`config.mk`:
```
export PLATFORM = sky130hd
export DESIGN_NAME = fmbq_ctrl
export DESIGN_NICKNAME = d
export VERILOG_FILES = /design/src/hw/rtl/fmbq_pkg.sv /design/src/hw/rtl/fmbq_ctrl.sv
export SDC_FILE = /design/constraint.sdc
export NUM_CORES = 1
export LEC_CHECK = 0
export ABC_CLOCK_PERIOD_IN_PS = 1030
export BUFFER_PORTS_ARGS = -buffer_cell sky130_fd_sc_hd__buf_4
export CORE_AREA = 4 4 41 43
export DETAILED_ROUTE_END_ITERATION = 12
export DIE_AREA = 0 0 45 47
export PLACE_DENSITY = 0.31
export SLEW_MARGIN = 30
export SYNTH_ARGS = -nofsm -noshare
export SYNTH_HDL_FRONTEND = slang
export SYNTH_SLANG_ARGS = --single-unit
```
`constraint.sdc`:
```
create_clock -name clk -period 1.03 [get_ports clk]
set_clock_uncertainty 0.05 [all_clocks]
set_input_delay 0.1545 -clock clk [delete_from_list [all_inputs] [get_ports clk]]
set_output_delay 0.1545 -clock clk [all_outputs]
set_load 0.01 [all_outputs]
```
`src/hw/rtl/fmbq_pkg.sv`:
```
`timescale 1ns / 1ps
// ----------------------------------------------------------------------------
// fmbq_pkg: shared types for the front/middle/back queue
// Operation and status codes and the controller-to-datapath command bundle.
// ----------------------------------------------------------------------------
package fmbq_pkg;

  // Operation codes carried by the func field.
  typedef enum logic [2:0] {
    FN_PUSH_FRONT  = 3'd0,
    FN_PUSH_MIDDLE = 3'd1,
    FN_PUSH_BACK   = 3'd2,
    FN_POP_FRONT   = 3'd3,
    FN_POP_MIDDLE  = 3'd4,
    FN_POP_BACK    = 3'd5
  } func_t;

  // Result status codes.
  typedef enum logic [1:0] {
    ST_OK    = 2'd0,
    ST_EMPTY = 2'd1,
    ST_FULL  = 2'd2
  } status_t;

  // Commands from the controller to the datapath.
  typedef struct packed {
    logic accept;   // latch the operation and issue the memory reads
    logic commit;   // write the halves, move the pointers, load the result
  } cmd_t;

endpackage

```
`src/hw/rtl/fmbq_ctrl.sv`:
```
`timescale 1ns / 1ps
// ----------------------------------------------------------------------------
// fmbq_ctrl: queue controller
// Two-state sequencer (read, then write back) and the output valid flag.
// ----------------------------------------------------------------------------
module fmbq_ctrl (
  input  logic            clk,
  input  logic            rst,
  input  logic            in_valid,
  output logic            in_ready,
  output logic            out_valid,
  input  logic            out_ready,
  output fmbq_pkg::cmd_t  cmd
);
  import fmbq_pkg::*;

  typedef enum logic [1:0] {
    S_IDLE = 2'b01,
    S_EXEC = 2'b10
  } state_t;

  state_t state;
  state_t state_next;
  logic   out_valid_next;
  logic   slot_free;

  // The result register can take a new transaction when empty or being drained.
  assign slot_free  = !out_valid || out_ready;
  assign in_ready   = (state == S_IDLE);
  assign cmd.accept = in_valid && in_ready;
  assign cmd.commit = (state == S_EXEC) && slot_free;

  // Next-state logic.
  always_comb begin
    state_next = state;
    case (state)
      S_IDLE: begin
        if (cmd.accept) begin
          state_next = S_EXEC;
        end
      end
      S_EXEC: begin
        if (cmd.commit) begin
          state_next = S_IDLE;
        end
      end
      default: begin
        state_next = S_IDLE;
      end
    endcase
  end

  // Output valid flag.
  always_comb begin
    if (cmd.commit) begin
      out_valid_next = 1'b1;
    end else if (out_ready) begin
      out_valid_next = 1'b0;
    end else begin
      out_valid_next = out_valid;
    end
  end

  // State registers.
  always_ff @(posedge clk) begin
    if (rst) begin
      state     <= S_IDLE;
      out_valid <= 1'b0;
    end else begin
      state     <= state_next;
      out_valid <= out_valid_next;
    end
  end

  // A committed operation always shows up as a pending result.
  a_commit_valid: assert property (@(posedge clk) disable iff (rst)
    cmd.commit |=> out_valid)
    else $error("commit did not raise out_valid");

  // An accepted transaction blocks further input until it is committed.
  a_accept_busy: assert property (@(posedge clk) disable iff (rst)
    cmd.accept |=> !in_ready)
    else $error("input accepted while an operation is in flight");

  // A stalled result keeps the operation parked in the write-back state.
  a_stall_hold: assert property (@(posedge clk) disable iff (rst)
    (state == S_EXEC) && out_valid && !out_ready |=> (state == S_EXEC))
    else $error("operation left write-back while the result was stalled");

endmodule

```
==> flow_metrics.py, run 1 <==
metrics = {
    "detailed_routing": {
        "route.detailed.drc": 0,
        "wl_per_cell_um": 8.231,
        "drt_wl_total_um": 321,
        "final_antenna_net_count": 0,
        "dr.pass1.iters": 2,
        "vias": 138,
        "drt-initial-drc-count": 1,
        "viasPerCell": 3.538,
    },
    "setup_path": {
        "required_ns": 0.83,
        "regToRegSetupSlack_ns": -0.01,
        "critical_path_class": "flip-flop to output pin",
        "start_kind": "flip-flop",
        "critPathCaptureType": "output pin",
        "rr_endpoint": "state[1]",
        "cp_max_fo": 4,
        "reg2reg_from": "state[1]",
        "worstPathArrival_ns": 0.94,
        "startpoint": "state[1]",
        "reg2reg_depth": 3,
        "slowest_stage": "dfxtp_4",
        "max_stage_delay_ns": 0.35,
        "crit_path_cell_trace": "and3b_2 -> buf_6",
        "crit_end": "cmd[1]",
    },
    "synth": {
        "yosysWarnings": 0,
        "ys_seq_area_share_pct": 44.04,
        "avgSynthCellArea_sq_um": 10.49,
        "synth_fp_nets": 17,
        "syn-cell-area_sq_um": 136.4,
        "synthCells": 13,
        "synth_cell_types": 9,
        "ys_ff_latch": 3,
    },
    "global_route": {
        "grt_pass1_wl_um": 469,
        "grt_pass1_vias": 117,
        "grt_max_degree": 5,
        "grt.total_usage_pct": 3.710,
        "grt_overflow": 0,
        "antenna_found_initial": 0,
    },
    "min_path": {
        "hold_class": "input port to flip-flop",
    },
    "floorplan": {
        "pin_count": 8,
        "fp-row-count": 13,
        "initial_utilization_pct": 10.48,
        "die_w_um": 45,
        "die_area_sq_mm": 0.002115,
        "die_y_um": 47,
        "core_area_sq_mm": 0.001301,
    },
    "timing": {
        "tns_ns": -0.2063,
        "fmax_mhz": 877.1,
        "finalHoldViolCount": 0,
        "drv_slew": 0,
        "tightest_slew_ns": 0.1100,
        "period_minus_slack_ns": 1.140,
        "setup_viol": 3,
        "min_period_over_period_pct": 110.7,
        "max_slew_margin_pct": 92.65,
        "finalWorstSetupSlack_ns": -0.1101,
        "rsz0062_at_grt": "true",
    },
    "status": {
        "status": "finished with violations",
        "violations": "setup timing",
    },
    "clock_tree": {
        "clock_path_buffers": 2,
        "clock_sinks": 3,
        "cts_tree": "done",
        "path_clk_slew_ns": 0.04,
        "cts_root_buffer": "clkbuf_4",
        "clk_latency_ns": 0.23,
        "cts_buffers": 3,
        "htreeDepth": 1,
        "hold_buffers": 0,
    },
    "place": {
        "gp_congestion": 0.6610,
        "post-place-cells": 34,
        "port_buffers": 7,
        "dpl_worst_slack_ns": 0.1294,
        "dp_hpwl_um": 236.2,
    },
    "job": {
        "maxCapViolCount": 0,
    },
    "pwr": {
        "total_power_uw": 385.8,
        "p_leak_uw": 0.0001220,
        "vdd_drop_max_v": 0.0005965,
        "powerDensity_mw_per_mm2": 1527,
    },
    "layout": {
        "layout.cells.non_filler": 39,
        "n_fill_cell": 156,
        "n_antenna_cell": 0,
        "design.final.nets": 29,
        "drive_above_1_share_pct": 70.83,
        "syn2layout_area_growth_pct": 85.32,
        "final_core_util_pct": 19.42,
    },
}
-- critical path, delay by kind of cell (launching register included) --
family                 cells  cell delay, ns
buffers and inverters      1            0.10
flip-flops                 1            0.35
AND/OR/NAND/NOR            1            0.25
-- cells in the mapped netlist --
| master | n | area share, % |
|---|---|---|
| a21oi_1 | 1 | 3.7 |
| nor2b_1 | 2 | 9.2 |
| o21bai_1 | 1 | 5.5 |
| dfxtp_1 | 3 | 44 |
| nand2b_1 | 2 | 9.2 |
| and4bb_2 | 1 | 9.2 |
| o21ba_1 | 1 | 7.3 |
| and3b_1 | 1 | 6.4 |
| buf_4 | 1 | 5.5 |
-- where the power goes --
part	internal (uW)	total [uW]	switching [uW]	leakage [uW]
Clock	145	204	59.4	0.0000150
Combinational	35.9	53.3	17.3	0.0000815
Sequential	122	128	5.56	0.0000255
Total	303	386	82.3	0.000122
-- cell usage in the layout (no fill, tap or decap) --
cell,count
buf_4,7
clkbuf_4,3
nor2b_1,2
dfxtp_2,2
nand2b_4,1
nand2b_1,1
and3b_2,1
a21oi_1,1
and4bb_2,1
o21ba_1,1
o21bai_1,1
clkbuf_1,1
buf_6,1
dfxtp_4,1
-- cell type report --
cell class	instances	area (sq um)	area share, %
multi-input cells	9	77.57	30.69
flip-flops and latches	3	66.31	26.24
repair buffers	8	63.81	25.25
clock buffers	4	26.28	10.40
well taps	15	18.77	7.426
-- sequential cells by signal (all words and copies together) (netlist names) --
name / cells
out_valid: 1
state: 2
-- layer usage --
metal	up-vias	part of all wire (%)	GRT usage, %
met5	-	0	0
met4	0	0	1.754
met3	0	17	6.130
met2	7	42	4.237
met1	65	40	2.948
li1	66	-	-
-- worst min-delay path by stage --
stage,start,endpoint,slack [ns],cells after the start
floorplan,rst,out_valid,0.17,1
global placement,rst,out_valid,0.29,2
detailed placement,rst,out_valid,0.29,2
CTS,rst,out_valid,0.03,2
global route,rst,out_valid,0.03,2
finish,rst,out_valid,0.03,2
-- cells by family after synthesis --
kind of cell / count (synthesis) / share of synthesized area, %
AO/OA/AOI/OAI: 3 / 16.51
buffers and inverters: 1 / 5.507
flip-flops: 3 / 44.04
AND/OR/NAND/NOR: 6 / 33.94
-- metrics by stage --
stage	hold slack, ns	cell area, sq um
after floorplan	0.1736	136.4
after global placement	0.2872	200.2
after detailed placement	0.2851	200.2
after CTS	0.03245	229.0
after global routing	0.02652	252.7
final	0.03330	252.7
-- what timing repair did --
item	CTS	global route
cloned	0	0
buffers inserted	0	1
endpoints found under the setup margin	3	3
gates resized for setup	2	5
(Power assumes the default switching activity.)
==> run 2: changes to the inputs <==
Settings changed: CORE_AREA 4 4 41 43 to 2 2 39 41, DIE_AREA 0 0 45 47 to 0 0 41 43, PLACE_DENSITY 0.31 to 0.34.
==> run 2 against run 1 <==
  * The run still ends with setup timing left
  * Routed wire length is 4.4% higher
  * Clock power is 2% higher
  * Largest power group unchanged
  * Clock-buffer cell count did not move
  * Die area fell by 17%
  * Fmax about the same
  * Critical path type unchanged
  * Setup slack gained 0.00084 ns
  * Hold slack improved by 0.0079 ns
  * Flip-flop and latch count stayed put
  * Critical endpoint unchanged
==> flow_metrics.py, run 2 (same netlist as run 1, synthesis figures left out) <==
metrics = {
    "detailed_routing": {
        "vias": 134,
        "wl_met2_um": 120,
        "top_layer_used": "met3",
        "met1_length_um": 143,
        "final_antenna_net_count": 0,
        "route.detailed.drc": 0,
        "viasPerCell": 3.268,
        "wl_per_cell_um": 8.171,
        "route.met3.wl_um": 72,
        "drt-initial-drc-count": 2,
        "dr.pass1.iters": 2,
        "drt_wl_total_um": 335,
    },
    "clock_tree": {
        "path_clk_slew_ns": 0.04,
        "cts_tree": "done",
        "hold_buffers": 0,
        "clock_path_buffers": 2,
        "cts_root_buffer": "clkbuf_4",
        "cts_buffers": 3,
        "clock_sinks": 3,
        "htreeDepth": 1,
        "clk_latency_ns": 0.23,
    },
    "floorplan": {
        "die_w_um": 41,
        "die_y_um": 43,
        "pin_count": 8,
        "die_area_sq_mm": 0.001763,
        "core_area_sq_mm": 0.001384,
        "fp-row-count": 14,
        "initial_utilization_pct": 9.855,
    },
    "timing": {
        "rsz0062_at_grt": "true",
        "max_slew_margin_pct": 92.52,
        "period_minus_slack_ns": 1.139,
        "tns_ns": -0.3155,
        "min_period_over_period_pct": 110.6,
        "fmax_mhz": 877.7,
        "setup_viol": 5,
        "finalHoldViolCount": 0,
        "finalWorstSetupSlack_ns": -0.1093,
        "tightest_slew_ns": 0.1122,
        "drv_slew": 0,
    },
    "min_path": {
        "hold_class": "input port to flip-flop",
    },
    "global_route": {
        "grt.total_usage_pct": 5.506,
        "grt_max_degree": 5,
        "grt_pass1_vias": 149,
        "grt_pass1_wl_um": 558,
        "grt_overflow": 0,
        "antenna_found_initial": 0,
    },
    "pwr": {
        "p_leak_uw": 0.0001279,
        "powerDensity_mw_per_mm2": 1498,
        "vdd_drop_max_v": 0.0006827,
    },
    "layout": {
        "largest_reg_flops": 2,
        "drive_above_1_share_pct": 72.00,
        "top_register": "state",
        "fin_area_sq_um": 265.3,
        "multi_input_area_sq_um": 77.57,
        "design.final.nets": 30,
        "final_cell_mix": "7 x buf_4, 3 x clkbuf_4, 2 x nor2b_1, 2 x dfxtp_2, 2 x buf_6",
        "n_antenna_cell": 0,
        "final_common_cell": "buf_4",
        "regArea_sq_um": 66.31,
        "n_fill_cell": 152,
        "syn2layout_area_growth_pct": 94.49,
        "top_regs": "state (2), out_valid (1)",
    },
    "status": {
        "violations": "setup timing",
        "status": "finished with violations",
    },
    "place": {
        "port_buffers": 7,
        "placed_area_sq_um": 201.4,
        "gp_congestion": 0.5134,
    },
    "setup_path": {
        "regToRegSetupSlack_ns": -0.09,
        "critPathCaptureType": "output pin",
        "required_ns": 0.83,
        "worstPathArrival_ns": 0.93,
        "start_kind": "flip-flop",
        "critical_path_class": "flip-flop to output pin",
        "cp_max_fo": 4,
    },
    "job": {
        "maxCapViolCount": 0,
    },
}
[run 2: cell count changes in the layout (fill, tap and decap cells not counted)]
cell | previous run | this run
buf_6 | 1 | 2
[run 2: timing repair]
action,in CTS,in global routing
pin swaps,0,2
setup endpoints to repair,3,4
hold endpoints to repair,0,0
resized for setup,6,2
setup buffers,1,1
[run 2: final timing paths]
check             from  cells past startpoint         to
max           state[1]                      2     cmd[1]
min                rst                      2  out_valid
max reg2reg   state[1]                      4   state[1]
min reg2reg  out_valid                      2  out_valid
[run 2: cell type report]
| cell class | count | area share (%) |
|---|---|---|
| clock buffers | 4 | 9.906 |
| multi-input cells | 9 | 29.25 |
| well taps | 16 | 7.547 |
| flip-flops and latches | 3 | 25.00 |
| repair buffers | 9 | 28.30 |
[run 2: power by group]
part           switching [uW]  total (uW)  internal (uW)
clock                    63.3         209            145
combinational            19.2        60.8           41.6
sequential               5.49         128            122
total                    88.0         397            309
[run 2: stage by stage]
step	hold WS, ns	setup slack [ns]	power (uW)	utilization (%)	instances
floorplan	0.1736	0.1320	147.8	-	13
global placement	0.2758	0.1330	170.8	14.56	35
detailed placement	0.2850	0.1152	172.6	14.56	35
CTS	0.04363	-0.1214	397.4	18.26	40
global route	0.04825	-0.1504	425.2	19.17	41
finish	0.04119	-0.1093	397.4	19.17	41
[run 2: critical path, cell delays in order, from the launching register on]
cell and delay, ns:
dfxtp_4 0.35, and3b_2 0.25, buf_6 0.10
[run 2: metal layers]
metal	vias up	global-route usage, %
li1	68	-
met1	56	6.688
met2	10	5.000
met3	0	7.853
met4	0	2.000
met5	-	0
==> run 3: changes to the inputs <==
Settings changed: ABC_AREA set to 1, BUFFER_PORTS_ARGS -buffer_cell sky130_fd_sc_hd__buf_4 to unset, DONT_BUFFER_PORTS set to 1, PLACE_DENSITY 0.34 to 0.3.
==> run 3 against run 2 <==
  * Critical endpoint is now cmd[0]
  * Setup slack improved by 0.056 ns
  * The flow still finishes with violations (setup timing)
  * Highest routed layer unchanged
  * Sequential share of layout area rose by 0.76 points
  * Flip-flop and latch count stayed put
  * Critical path type unchanged
==> flow_metrics.py, run 3 <==
metrics = {
    "status": {
        "status": "finished with violations",
        "violations": "setup timing",
    },
    "synth": {
        "synth-edff-count": 0,
        "synthCells": 19,
        "synth_cell_types": 11,
        "yosysWarnings": 0,
        "synth_top_area_share_pct": 39.34,
        "async_reset_ff_share_pct": 0,
        "syn-cell-area_sq_um": 152.6,
        "yosys-top-cells-area": "dfxtp_1 39%, inv_1 12%, nand2_1 7.4%",
        "avgSynthCellArea_sq_um": 8.034,
        "synth_fp_nets": 23,
        "yosysTopAreaCell": "dfxtp_1",
        "ys_ff_latch": 3,
        "synth_top_flop_cell": "dfxtp_1",
        "yosysMostFrequentCell": "inv_1",
        "ys_seq_area_share_pct": 39.34,
        "ys_top_cells_by_count": "5 x inv_1, 3 x dfxtp_1, 3 x nand2_1",
    },
    "detailed_routing": {
        "drt_wl_total_um": 307,
        "drt-initial-drc-count": 0,
        "dr.pass1.iters": 1,
        "viasPerCell": 3.000,
        "route.detailed.drc": 0,
        "wl_per_cell_um": 7.140,
        "final_antenna_net_count": 0,
        "vias": 129,
    },
    "floorplan": {
        "die_area_sq_mm": 0.001763,
        "die_w_um": 41,
        "pin_count": 8,
        "initial_utilization_pct": 11.03,
        "fp-row-count": 14,
        "die_y_um": 43,
        "core_area_sq_mm": 0.001384,
    },
    "timing": {
        "min_period_over_period_pct": 105.2,
        "setup_viol": 1,
        "finalWorstSetupSlack_ns": -0.05318,
        "finalHoldViolCount": 0,
        "rsz0062_at_grt": "true",
        "drv_slew": 0,
        "tightest_slew_ns": 0.1165,
        "worst_hold_slack_ns": 0.06535,
        "fmax_mhz": 923.2,
        "max_slew_margin_pct": 92.19,
        "period_minus_slack_ns": 1.083,
    },
    "clock_tree": {
        "cts_tree": "done",
        "cts_buffers": 3,
        "clock_path_buffers": 2,
        "cts_root_buffer": "clkbuf_4",
        "clk_latency_ns": 0.23,
        "path_clk_slew_ns": 0.04,
        "htreeDepth": 1,
        "clock_sinks": 3,
    },
    "layout": {
        "multi_input_area_sq_um": 78.83,
        "regArea_sq_um": 63.81,
        "fin_area_sq_um": 247.7,
        "syn2layout_area_growth_pct": 62.30,
        "final_core_util_pct": 17.90,
        "n_antenna_cell": 0,
        "final_cell_mix": "4 x buf_4, 3 x inv_2, 3 x nand2_1, 3 x clkbuf_4, 3 x dfxtp_2",
        "n_fill_cell": 167,
        "top_register": "state",
        "design.final.nets": 32,
        "drive_above_1_share_pct": 70.37,
        "largest_reg_flops": 2,
        "final_common_cell": "buf_4",
        "top_regs": "state (2), out_valid (1)",
    },
    "pwr": {
        "vdd_drop_max_v": 0.0002864,
        "seqPwrFrac_pct": 34.4,
        "clockPowerShare_pct": 54.2,
        "power.switching_uw": 87.94,
        "powerDensity_mw_per_mm2": 1519,
        "pwr-share-comb_pct": 11.4,
        "swShare_pct": 23.38,
        "p_int_uw": 288.3,
        "p_leak_uw": 0.0001088,
    },
    "global_route": {
        "grt_overflow": 0,
        "grt_pass1_wl_um": 489,
        "antenna_found_initial": 0,
        "grt.total_usage_pct": 5.216,
        "grt_max_degree": 5,
        "grt_pass1_vias": 140,
    },
    "setup_path": {
        "critical_path_class": "flip-flop to output pin",
        "required_ns": 0.83,
        "start_kind": "flip-flop",
        "path_delay_family": "flip-flops",
        "worstPathArrival_ns": 0.88,
        "max_stage_delay_ns": 0.32,
        "critPathCaptureType": "output pin",
        "cp_max_fo": 2,
        "crit_path_cell_trace": "inv_2 -> nor2_4 -> nor3_2 -> buf_4",
        "slowest_stage": "dfxtp_2",
        "worst-path-buf-inv": 2,
    },
    "place": {
        "dp_hpwl_um": 220.7,
        "gp_congestion": 0.6232,
        "dpl_worst_slack_ns": 0.1097,
        "placed_area_sq_um": 180.2,
        "port_buffers": 0,
    },
    "job": {
        "maxCapViolCount": 0,
    },
    "min_path": {
        "hold_class": "input port to flip-flop",
    },
}
## run 3: changes by cell type after synthesis, moves of 2 or more
cell / before / now
nand2_1: 0 / 3
nand2b_1: 2 / 0
nor2b_1: 2 / 0
inv_1: 0 / 5
## run 3: routing by layer
metal / track usage [%] / part of all wire (%) / routed length, um
met5: 0 / 0 / 0
met4: 10.00 / 0 / 0
met3: 3.141 / 7.8 / 24
met2: 6.250 / 57 / 176
met1: 3.526 / 35 / 106
## run 3: cells by family after synthesis
group,after synthesis,share of synthesized area (%)
DFF,3,39.35
AOI/OAI and AO/OA,2,10.66
buffers and inverters,6,17.22
and+or+nand+nor,8,32.79
## run 3: repair_timing
item / 4_1_cts / 5_1_grt
pin swaps: 1 / 1
setup buffers: 1 / 1
hold buffers: 1 / 0
gates resized for setup: 6 / 2
endpoints found under the setup margin: 2 / 2
endpoints found under the hold margin: 2 / 0
## run 3: through the flow
step                      total power, uW  std cells  setup TNS, ns
final                               376.2         43       -0.05318
after global routing                398.2         43        -0.1315
after floorplan                     153.1         19              0
after detailed placement            158.0         36              0
after global placement              158.1         36              0
after CTS                           379.0         42       -0.07704
## run 3: worst paths after layout
check                 start       end  slack [ns]  cells past startpoint
setup reg to reg  out_valid  state[0]        0.11                      6
hold reg to reg    state[0]  state[0]        0.52                      3
hold / removal     in_valid  state[0]        0.07                      3
setup / recovery  out_valid    cmd[0]       -0.05                      4
## run 3: power by group through the flow
stage | Clock, uW | Sequential [uW] | Combinational, uW
after detailed placement | 0 | 128 | 29.7
after floorplan | 0 | 128 | 25.1
after CTS | 214 | 128 | 36.9
final | 204 | 129 | 43.0
after global routing | 220 | 130 | 47.7
after global placement | 0 | 128 | 29.8
## run 3: worst register-to-register path, delay by kind of cell (launching register included)
family / cells / cell delay, ns
DFF: 1 / 0.32
buffers and inverters: 2 / 0.16
and+or+nand+nor: 4 / 0.27
## run 3: layout make-up
class,instances,share of cell area (%)
Clock buffer,4,10.61
Inverter,5,7.576
Multi-Input combinational cell,10,31.82
Sequential cell,3,25.76
Tap cell,16,8.081
Timing Repair Buffer,5,16.16
